## src/hdl/at2_pkg.sv

```systemverilog
`default_nettype none

package at2_pkg;

  // Fixed-point working format of the polynomial
  localparam int Q_BITS = 30;

  // Default configuration of the top level
  localparam int DEF_RATIO_FRAC_BITS = 24;
  localparam int DEF_ANGLE_FRAC_BITS = 29;

  // Depth of the queue between the front and the back
  localparam int QUEUE_DEPTH = 4;

  // Q30 polynomial coefficients, lowest order first
  localparam logic signed [32:0] COEF [5] = '{
    33'sd1073597943, -33'sd354656388, 33'sd193424926, -33'sd91410863, 33'sd22371518
  };

  localparam logic [31:0] PI_Q30      = 32'd3373259426;
  localparam logic [31:0] HALF_PI_Q30 = 32'd1686629713;

  // Classification of one item, as handed from front to back
  typedef struct packed {
    logic [31:0] mn;
    logic [31:0] mx;
    logic        swap;
    logic        xneg;
    logic        yneg;
    logic        xzero;
    logic        yzero;
  } at2_item_t;

  // Signed Q30 times a nonnegative Q30 value, truncated toward zero
  function automatic logic signed [32:0] mul_q30(input logic signed [32:0] a,
                                                 input logic [30:0] b);
    logic [32:0] m;
    logic [63:0] p;
    logic [32:0] s;
    begin
      m = a[32] ? 33'(-a) : 33'(a);
      p = 64'(m) * 64'(b);
      s = p[62:30];
      mul_q30 = a[32] ? $signed(33'(-s)) : $signed(s);
    end
  endfunction

endpackage

`default_nettype wire

```

## src/hdl/at2_front.sv

```systemverilog
`default_nettype none

module at2_front (
  input  wire logic              clk,
  input  wire logic              rst,
  input  wire logic              req_valid,
  output logic                   req_stall,
  input  wire logic [31:0]       y_value,
  input  wire logic [31:0]       x_value,
  output logic                   push,
  output at2_pkg::at2_item_t     push_item,
  input  wire logic              queue_full
);
  import at2_pkg::*;

  logic      hold_valid;
  at2_item_t hold_item;
  at2_item_t item_next;
  logic [31:0] ay;
  logic [31:0] ax;

  // Take magnitudes and order them
  always_comb begin
    ay = y_value[31] ? 32'(-y_value) : y_value;
    ax = x_value[31] ? 32'(-x_value) : x_value;
    item_next.swap  = ay > ax;
    item_next.mn    = (ay > ax) ? ax : ay;
    item_next.mx    = (ay > ax) ? ay : ax;
    item_next.xneg  = x_value[31];
    item_next.yneg  = y_value[31];
    item_next.xzero = ax == 32'd0;
    item_next.yzero = ay == 32'd0;
  end

  assign req_stall = hold_valid && queue_full;
  assign push      = hold_valid && !queue_full;
  assign push_item = hold_item;

  // Load a new item whenever the holding register drains
  always_ff @(posedge clk) begin
    if (rst) begin
      hold_valid <= 1'b0;
    end else if (!req_stall) begin
      hold_valid <= req_valid;
    end
    if (!req_stall && req_valid) begin
      hold_item <= item_next;
    end
  end

endmodule

`default_nettype wire

```

## config.mk

```make
export PLATFORM = sky130hd
export DESIGN_NAME = at2_front
export DESIGN_NICKNAME = d
export VERILOG_FILES = /design/src/hdl/at2_pkg.sv /design/src/hdl/at2_front.sv
export SDC_FILE = /design/constraint.sdc
export NUM_CORES = 1
export LEC_CHECK = 0
export ABC_AREA = 1
export BUFFER_PORTS_ARGS = -buffer_cell sky130_fd_sc_hd__buf_2
export CORE_ASPECT_RATIO = 1.2
export CORE_UTILIZATION = 45
export DETAILED_ROUTE_END_ITERATION = 8
export GPL_ROUTABILITY_DRIVEN = 0
export MAX_ROUTING_LAYER = met4
export PLACE_DENSITY_LB_ADDON = 0.1
export SKIP_LAST_GASP = 1
export SLEW_MARGIN = 10
export SYNTH_ARGS = -nofsm -noshare
export SYNTH_HDL_FRONTEND = slang
export SYNTH_SLANG_ARGS = --single-unit
```

## constraint.sdc

```tcl
create_clock -name clk -period 4 [get_ports clk]
set_clock_uncertainty 0.1 [all_clocks]
set_input_delay 0.6 -clock clk [delete_from_list [all_inputs] [get_ports clk]]
set_output_delay 0.6 -clock clk [all_outputs]
set_load 0.005 [all_outputs]
```

# Word level (Yosys, flattened, before mapping)

Cells that the tools add are included.

Register bits: 70
Output and inout port bits: 71
Bits of input ports: 68
Logic and storage cells: 22

Reduce and logical (&&, ||, !) cells: 7
Multiplexer cells: 4
Add/sub/neg operators: 2
$lt $le $gt $ge: 1

Operators with widths:

| operator            | count |
|---|---|
| $mux W32            | 4 |
| $logic_not A32 Y1   | 2 |
| $neg A32 Y32        | 2 |
| $gt A32 B32 Y1      | 1 |
| $logic_and A1 B1 Y1 | 3 |
| $logic_not A1 Y1    | 2 |

# Logic depth before layout (Yosys ltp)

Depth in word-level cells: 4
Depth in mapped cells: 22
Depth with buffers taken out: 20

# Worst setup path after synthesis

Ideal clock, no wire load.

Kind: input to register
From: in queue_full
To: reg hold_item, in the netlist push_item[0] (enable)
Arrival time: 3.625 ns
Stages: 3
Library setup time: 0.497 ns
Slack: -0.222 ns
Data required time: 3.403 ns
Buffers on the path: 0
Path through: nand2_1 > inv_1 > nor2_1

Longest elaborated chain between the ends: 3

Ends and longest elaborated chain:

| item                   | line            | text |
|---|---|---|
| start: declaration     | at2_front.sv:12 | `input wire logic queue_full` |
| $logic_and A1 B1 Y1    | at2_front.sv:35 | `assign req_stall = hold_valid && queue_full;` |
| net req_stall          | at2_front.sv:7  | `output logic req_stall,` |
| $logic_not A1 Y1       | at2_front.sv:46 | `if (!req_stall && req_valid) begin` |
| $logic_and A1 B1 Y1    | at2_front.sv:46 |  |
| end signal: assignment | at2_front.sv:47 | `hold_item <= item_next;` |
| end: declaration       | at2_front.sv:17 | `at2_item_t hold_item;` |

The timed path passes the listed nets, and every way through them passes these cells.
A chain may end at the register's enable or synchronous reset.

==> run summary <==
In the final timing run, aggregate negative setup slack is 0 ps. Leaving out fill and tap cells, the most frequent cells in the layout are nand2_1, buf_2, nand3_1. The class of the most critical hold timing path is input port to flip-flop. The peak ir drop on the vdd network came out at 304 µV. The global-route total usage across every layer is 27.7%. The data required time at the worst endpoint is 3980 ps. The number of cells produced by synthesis is 975. The number of nets in the layout is 1224. The maximum clock insertion buffer count is 2. Leaving out fill and tap cells, the most frequent cell in the layout is nand2_1. The slowest stage of the critical path belongs to the cell ha_1. The hold buffer count at cts came out at 0. The kind of launch point of the worst setup path is an input port. The clock-pin transition on the worst setup and hold timing paths is 50 ps.

In this run, synthesis inferred 69 flip-flops with an integrated enable. Fill cells in the final layout number 1460. The area of the die is 14500 µm². From synthesis to final layout, the design area changed by 19.6%. The total buffers and inverters traversed by the critical path is 5.

On the worst path, the slowest cell contributes a delay of 310 ps. The slew at the pin closest to its max-slew limit is 876 ps. For this run, global-route usage on met2 was measured as 41.2%. The clock sink count is 70. The number of antenna cells inserted came out at 0. The count of input and output buffers is 138.

The die is 110 µm wide. The cell that appears most often on the critical path is nand2_1. Sorting the synthesized cells by area gives the leading types as edfxtp_1, nand2_1, nand3_1.

Synthesis produced a netlist with a net count of 1078. The sequential fraction of the synthesis area is 33.2%. For this run the aggregate overflow at the end of global routing stands at 0. The worst setup path is of the input port to flip-flop kind. The top cell family by delay on the critical path is simple AND/OR/NAND/NOR gates. The most used flip-flop cell after synthesis is edfxtp_1. The relative max-transition margin is 41.6%. The quantity of gates resized following cts came out at 0.

The post-route netlist has 17.1% of its cells at a drive strength greater than 1. The buffer count from post-CTS setup fixing is 0. The placeable core area is 13800 µm².

After detailed routing, the number of vias per cell comes to 5.17. The first-iteration detailed-routing DRC count came out at 575. The minimum clock period came out at 3650 ps. The fraction of the cycle the final worst path needs is 91.1%. The count of different cell masters after synthesis is 27. A synthesized cell averages 6.47 µm². The number of pins with negative max-slew slack in the final report is 0. The worst setup path is captured at a flip-flop. The number of max-cap violations came out at 0.

Setup repair after global routing left no endpoint under its margin. The count of nets left with antenna violations once routing finished came out at 0. The fraction of synthesized cell area taken by the top area cell type came out at 32.8%. TritonCTS built the clock tree. The number of standard-cell rows in the floorplan came out at 47. The leading area contributor after synthesis is edfxtp_1.

The length of the first detailed-routing pass in iterations came out at 6. In this run the power density over the cells is 332 nW/µm². The number of clock buffers added by TritonCTS is 9. The cell sitting at the root of the clock tree is a clkbuf_16.

The clock reaches the later pin of the worst-skew pair after 330 ps. Global routing used 39.4% of the available met1 tracks. The number of DRC violations after detailed routing came out at 0. The CTS H-tree depth is 3.

The number of vias after detailed routing came out at 6701. The final hold violation count was 0. The via count of the first global-routing pass was 5872.

The wire length of the first global-routing pass is 29.7 mm. The async set or reset register ratio after synthesis is 0%. The global routing met3 resource utilization is 2.78%.

The number of antenna violations at the first check in global routing came out at 0. Entering global routing, the biggest net connects 70 pins. Walking the worst path, the cells encountered are buf_2 > inv_1 > buf_4 > nand2_2 > nor2_4 > nand3_1 > nand2_1 > nand3_1 > nand2_1 > inv_1 > ha_1 > nand2_1 > nor2_1 > nand4_1 > nor4b_2 > nand3b_1 > buf_12 > nand3_1 > nand2_1.

The count of endpoints failing setup in the final report came out at 0. The leakage dissipation came out at 4.01 nW. The total number of yosys warnings is 0.

The final worst hold slack is 320 ps. The flow ran to the end, and the final reports show no timing, DRC or antenna violations. The I/O pin count is 139.

Dividing the detail-routed wire length by the instance count gives 14.6 µm. The total length of routed wires is 19.0 mm. The highest net fanout along the worst path is 64. In this run the most used layer during global routing was met2.

The effective utilization at floorplan came out at 45.8%. The critical path data arrival time came out at 3630 ps. Timing would allow up to 274 MHz. The detailed placement HPWL is 15.4 mm. The number of flip-flops and latches in the synthesized netlist came out at 70. The y dimension of the die came out at 132 µm. After synthesis the cells add up to 6310 µm².
## Yosys cell counts (8+ instances only)
master    instances
nand3b_1         17
nand2_1         392
o21ai_0          26
buf_4             8
inv_1           111
buf_2            15
xor2_1            9
a21oi_1          17
nor2_1          115
edfxtp_1         69
nand3_1         120
nand4_1          12
ha_1             35
## flip-flops by register name, summed over array words and instances, names as in the netlist
name        cells
push_item      69
hold_valid      1
## worst paths after layout
kind	startpoint	endpoint	slack (ps)	cells after the start
max	y_value[0]	push_item[35]	350	19
min	rst	hold_valid	320	2
max reg2reg	hold_valid	push_item[7]	2290	4
min reg2reg	hold_valid	hold_valid	370	2
## layout make-up
cell class	instances	area (µm²)	area share [%]
repair buffers	164	923	12.2
flip-flops and latches	70	2090	27.7
clock inverters	3	20.0	0.265
multi-input cells	765	3620	48.0
well taps	171	214	2.84
clock buffers	13	260	3.45
inverters	111	417	5.52
## metrics by stage
step	cells	util (%)	power, mW	setup WS, ps	cell area, µm²
final	1297	54.8	2.50	355	7540
after floorplan	975	-	1.48	670	6310
after CTS	1297	54.8	2.51	411	7540
after global placement	1281	52.8	1.75	101	7260
after detailed placement	1281	52.8	1.77	69.6	7260
after global routing	1297	54.8	2.66	23.1	7540
## report_power, final
part / internal [mW] / total [mW] / switching, mW / leakage (nW)
sequential: 0.936 / 0.957 / 0.0211 / 0.685
clock: 0.453 / 0.745 / 0.293 / 0.132
combinational: 0.290 / 0.798 / 0.508 / 3.19
total: 1.68 / 2.50 / 0.822 / 4.01
## kinds of logic after synthesis
kind of cell / after synthesis / share of synthesized area, %
AO/OA/AOI/OAI: 50 / 4.13
XOR/XNOR: 10 / 1.51
adder cells (fa/ha/maj): 35 / 6.94
buffers and inverters: 140 / 9.70
flip-flops: 70 / 33.2
AND/OR/NAND/NOR: 670 / 44.6
## per-layer routing
metal	vias up	wire length, µm	part of all wire, %
met5	-	0	0
met4	0	399	2.1
met3	25	1280	6.8
met2	245	8630	45
met1	3011	8660	46
li1	3420	-	-
No activity file was read; power rests on OpenSTA's default activity.
