## src/hdl/at2_pkg.sv

```systemverilog
`default_nettype none

package at2_pkg;

  // Fixed-point working format of the polynomial
  localparam int Q_BITS = 30;

  // Default configuration of the top level
  localparam int DEF_RATIO_FRAC_BITS = 24;
  localparam int DEF_ANGLE_FRAC_BITS = 29;

  // Depth of the queue between the front and the back
  localparam int QUEUE_DEPTH = 4;

  // Q30 polynomial coefficients, lowest order first
  localparam logic signed [32:0] COEF [5] = '{
    33'sd1073597943, -33'sd354656388, 33'sd193424926, -33'sd91410863, 33'sd22371518
  };

  localparam logic [31:0] PI_Q30      = 32'd3373259426;
  localparam logic [31:0] HALF_PI_Q30 = 32'd1686629713;

  // Classification of one item, as handed from front to back
  typedef struct packed {
    logic [31:0] mn;
    logic [31:0] mx;
    logic        swap;
    logic        xneg;
    logic        yneg;
    logic        xzero;
    logic        yzero;
  } at2_item_t;

  // Signed Q30 times a nonnegative Q30 value, truncated toward zero
  function automatic logic signed [32:0] mul_q30(input logic signed [32:0] a,
                                                 input logic [30:0] b);
    logic [32:0] m;
    logic [63:0] p;
    logic [32:0] s;
    begin
      m = a[32] ? 33'(-a) : 33'(a);
      p = 64'(m) * 64'(b);
      s = p[62:30];
      mul_q30 = a[32] ? $signed(33'(-s)) : $signed(s);
    end
  endfunction

endpackage

`default_nettype wire

```

## src/hdl/at2_queue.sv

```systemverilog
`default_nettype none

module at2_queue (
  input  wire logic              clk,
  input  wire logic              rst,
  input  wire logic              push,
  input  at2_pkg::at2_item_t     push_item,
  output logic                   full,
  input  wire logic              pop,
  output logic                   not_empty,
  output at2_pkg::at2_item_t     head
);
  import at2_pkg::*;

  localparam int PTR_W = $clog2(QUEUE_DEPTH);
  localparam int CNT_W = $clog2(QUEUE_DEPTH + 1);

  at2_item_t slots [QUEUE_DEPTH];
  logic [PTR_W-1:0] wr_ptr;
  logic [PTR_W-1:0] rd_ptr;
  logic [CNT_W-1:0] count;
  logic             do_pop;

  assign full      = count == CNT_W'(QUEUE_DEPTH);
  assign not_empty = count != '0;
  assign head      = slots[rd_ptr];
  assign do_pop    = pop && not_empty;

  // Store on push
  always_ff @(posedge clk) begin
    if (push) begin
      slots[wr_ptr] <= push_item;
    end
  end

  // Advance pointers and count
  always_ff @(posedge clk) begin
    if (rst) begin
      wr_ptr <= '0;
      rd_ptr <= '0;
      count  <= '0;
    end else begin
      if (push) begin
        wr_ptr <= (wr_ptr == PTR_W'(QUEUE_DEPTH - 1)) ? '0 : wr_ptr + 1'b1;
      end
      if (do_pop) begin
        rd_ptr <= (rd_ptr == PTR_W'(QUEUE_DEPTH - 1)) ? '0 : rd_ptr + 1'b1;
      end
      if (push && !do_pop) begin
        count <= count + 1'b1;
      end else if (do_pop && !push) begin
        count <= count - 1'b1;
      end
    end
  end

endmodule

`default_nettype wire

```

## config.mk

```make
export PLATFORM = sky130hd
export DESIGN_NAME = at2_queue
export DESIGN_NICKNAME = d
export VERILOG_FILES = /design/src/hdl/at2_pkg.sv /design/src/hdl/at2_queue.sv
export SDC_FILE = /design/constraint.sdc
export NUM_CORES = 1
export LEC_CHECK = 0
export ABC_AREA = 1
export BUFFER_PORTS_ARGS = -buffer_cell sky130_fd_sc_hd__buf_4
export CAP_MARGIN = 20
export CORE_MARGIN = 2
export CORE_UTILIZATION = 47
export CTS_CLUSTER_DIAMETER = 100
export DETAILED_ROUTE_END_ITERATION = 8
export PLACE_DENSITY = 0.74
export SLEW_MARGIN = 5
export SYNTH_ARGS = -nofsm -noshare
export SYNTH_HDL_FRONTEND = slang
export SYNTH_SLANG_ARGS = --single-unit
```

## constraint.sdc

```tcl
create_clock -name clk -period 4.34 [get_ports clk]
set_input_delay 1.302 -clock clk [delete_from_list [all_inputs] [get_ports clk]]
set_output_delay 1.302 -clock clk [all_outputs]
set_load 0.02 [all_outputs]
```

-- Word level (Yosys, flattened, before mapping)
Memory sizes are Yosys's and may differ from the RTL's. A register that Yosys moved wholly into a read port is not among the register bits.
Cells that the tools add are included.
- memories kept: 1
- output and inout port bits: 71
- word-level logic and storage cells: 26
- input port bits: 73
- register bits after elaboration: 7
- RAM bits: 276
- reduce and logical (&&, ||, !) cells: 7
- add/subtract/negate cells: 4
- eq/ne operators: 3
- mux-type cells: 8
- memories (memory ; words ; bits a word ; rd ports ; clocked after memory_dff ; wr ports ; RTL line ; text):
    slots ; 4 ; 69 ; 1 ; 1 ; 1 ; at2_queue.sv:18 ; at2_item_t slots [QUEUE_DEPTH];
- operators with widths (cell ; count):
    2-to-1 mux 2 bit ; 4
    2-to-1 mux 3 bit ; 2
    adder 2 x 1 -> 2 bit, second input constant ; 2
    == test 2 bit, second input constant ; 2
    adder 3 x 1 -> 3 bit, second input constant ; 1
    == test 3 bit, second input constant ; 1
    logical AND 1 bit ; 3
    nonzero test 3 bit ; 1
    subtractor 3 x 1 -> 3 bit, second input constant ; 1
    logical NOT 1 bit ; 2
    2-to-1 mux 1 bit ; 2
    nonzero test 2 bit ; 1

-- Depth between registers and ports, before layout
- word-level depth: 5
- mapped depth: 12
- gate-level depth less buffers: 12

-- Worst setup path after synthesis
No wires, ideal clock.
- kind: input to register
- from: input port push
- to: memory slots[3][0] (netlist bit) (enable)
- data required time: 3.917 ns
- arrival time: 2.678 ns
- stages: 2
- path slack: 1.239 ns
- buffers on the path: 0
- library setup time: 0.423 ns
- cell sequence: nand2_1 -> inv_1
- longest elaborated chain between the ends: 2
- ends and longest elaborated chain (element ; RTL line ; text):
    from (decl) ; at2_queue.sv:6 ; input wire logic push,
    2-to-1 mux 1 bit ; at2_queue.sv:31 ; if (push) begin
    2-to-1 mux 1 bit (implied by the code) ; at2_queue.sv:32 ; slots[wr_ptr] <= push_item;
    to (decl) ; at2_queue.sv:18 ;
No other way between the ends.

==> impl_results.md <==
* Global route overflow at 0
* Area grow syn2layout at 20.3%
* Number of global-route vias before repair at around 6300
* CTS tree: yes
* Max incr delay on CP at ~0.62 ns
* Post-layout min period at 3.69 ns
* Clock-pin slew on the worst setup and hold paths at about 0.060 ns
* Worst VDD drop at ~0.36 mV
* Num ports at 144
* Mapped cell area at between 0.01 and 0.015 mm²
* Global Route met3 Usage at roughly 3.2%
* Top-area cell type share of the netlist area at about 77%
* Average cell area after synthesis at about 15 µm²
* CP top delay family: buffers and inverters
* Layout cell share with drive strength beyond 1 at a little under a quarter
* Vias at about 6400
* Global-route wire length before repair at ~33000 µm
* Setup CP Type: flop to output pin
* Req. time, crit path at slightly above 3 ns
* Crit-path max FO at 43
* Worst reg2reg path startpoint: wr_ptr[1]$_SDFFE_PP0P_
* Worst endpoint data arrival time at around 2.4 ns
* Final Core Density at ~57%
* Die Ht at approximately 150 µm
* CP max stage cell: inv_2
* Hold WS at about 0.54 ns
* Max-Cap Viols at 0
* Via density at about 5.4
* Worst reg-to-reg path cell count at 5
* Hold Crit Class: flop to flop
* Setup crit start kind: flop
* Drt first pass iters at 5
* Final nets at between 900 and 1000
* Hold_sp: wr_ptr[1]$_SDFFE_PP0P_
* Flop2flop setup slack at approximately 2.4 ns
* Endpoints failing setup at 0
* Most frequent CP cell: buf_4
* CP endpoint kind: output pin
* WL per Instance at between 15 and 20 µm
* H-tree depth at 1
* CTS Buffer Depth at 3
* Yosys reg bits at about 290
* Synth area leader: edfxtp_1
* Most frequent cells after synthesis: edfxtp_1, nor2_1, o21ai_0
* Max Slew Vio Count at 0
* Slew margin rel. at 42.4%
* Power Dens Cells at ~600 mW/mm²
* Met1 GRT Util at 24.0%
* Synthesis warning total at 0
* Post-synth EDFFs at 276
* Met2 GRT Util at between 20 and 30%
* LEAKAGE at ~4.6 nW
* Port Buffers at 143
* Clk_skew at about 0.0082 ns
* Postcts setup bufs at 0
* Initial antenna violation count at 0
* Gp weighted congestion at approximately 0.76
* Core outline area at between 0.02 and 0.025 mm²
* F_max at roughly 270 MHz
* Status: finished clean
* # fillers at between 1500 and 2000
* GRT Overall Usage at roughly 18%
* Hold Buf Count CTS at 0
* FF-to-FF End: slots[1][25]$_DFFE_PP_
* Top-count cell post-synth: edfxtp_1
* Initial core utilization at ~48%
* Num CTS Buffers at 28
* Clock Latency Late Sink at approximately 0.53 ns
* Clk root buf: clkbuf_16
* Synth Instances at 731
* Part of the cycle the worst path needs at 84.9%
* Row count at 55
* PostCTS Resize Cnt at 0
* Hold Path Cell Cnt at 2
* Drt total wl at approximately 22000 µm
* RSZ-0062 raised after global routing: false
* Largest cells by area after synthesis: edfxtp_1, nor2_1, o21ai_0, o22ai_1, o21ai_1
* HPWL after detailed placement at approximately 12000 µm
* Finished Layout Cells at approximately 1200
* Final Hold Vio Count at 0
* Top_reg_cell synth: edfxtp_1
* Worst-path cell chain: inv_2, buf_4, o21ai_0, o22ai_1, buf_4
* DP Cell Count at roughly 1100
* GRT Max-Usage Layer: met2
* Die Area at roughly 0.024 mm²
* Clock sink count at approximately 290
* Total negative slack at 0 ns
* Sequential fraction of the synthesis area at 79.0%
* Synth cell types at 23
* Antenna Nets Post-Route at 0
* First DRT Iteration DRCs at 463
* Post-synth ARST share at 0%
* Syn nets at 811
* Largest net degree at the start of global routing at between 70 and 80
* DR DRC count at 0
* Worst Hold End: wr_ptr[1]$_SDFFE_PP0P_
* Worst path buffer plus inverter count at 3
* Worst-Margin Slew at 0.863 ns
* Die width at between 150 and 200 µm
* Ant. Diodes at 0
## area by class of cell
cell class                      instances  area [µm²]  area share [%]
Inverter                               16        67.6           0.524
Sequential cell                       285        8470            65.7
Clock buffer                           33         741            5.75
Tap cell                              285         357            2.77
Multi-Input combinational cell        386        1880            14.6
Timing Repair Buffer                  157        1220            9.43
Clock inverter                         17         153            1.18
## routing by layer
layer  share of wire [%]  routed length (µm)  vias to the layer above
li1                    -                   -                     3029
met1                  44                9470                     3142
met2                  47               10300                      209
met3                 6.1                1340                       42
met4                 3.1                 668                        0
met5                   0                   0                        -
## worst max path at each step
stage | endpoint | cells after the start
finish | head[61] | 5
global route | head[61] | 5
CTS | head[61] | 5
detailed placement | head[57] | 5
global placement | head[65] | 5
floorplan | slots[3][0]$_DFFE_PP_ | 2
## placed cells by master (no fill, tap or decap)
cell       count
clkinv_1       6
inv_4          1
dfxtp_1        7
inv_1         10
clkinv_2      12
a21oi_1        3
clkbuf_1       4
nand3_1        1
fa_1           1
buf_12         3
o22ai_1       69
nor3_1         2
ha_1           6
inv_2          1
edfxtp_1     276
nand3b_1       1
buf_4        154
dfxtp_4        1
nand2_1       13
xor2_1         1
nor2_1       148
bufinv_16      3
clkbuf_16     29
dfxtp_2        1
o21ai_1       52
nand4_1        1
o21ai_0       88
## registers in the layout, indices dropped and copies added (netlist names), named ones only
signal	flops
rd_ptr	2
count	3
wr_ptr	2
slots	276
## where the power goes
part,internal [mW],leakage [nW],switching (mW),total (mW)
Sequential,3.17,2.61,0.0477,3.21
Clock,1.39,0.445,0.957,2.34
Combinational,0.847,1.51,1.51,2.35
## worst min-delay path, cell delays in order (launching register included)
cell and delay (ns):
dfxtp_1 0.33, inv_1 0.10, a21oi_1 0.07
## cell families after synthesis
family	count (synthesis)	synth area share [%]
AND/OR/NAND/NOR	166	5.91
buffers and inverters	60	3.37
XOR/XNOR	1	0.0818
adder cells (fa/ha/maj)	7	0.888
AO/OA/AOI/OAI	212	10.7
flip-flops	285	79.0
## metrics by stage
stage	cell area (µm²)	setup WS, ns	power (mW)
global placement	12000	1.31	5.60
finish	12900	0.654	7.91
floorplan	10700	1.24	4.75
global route	12900	0.603	8.27
detailed placement	12000	1.30	5.63
CTS	12900	0.680	7.97
(Power assumes the default switching activity.)
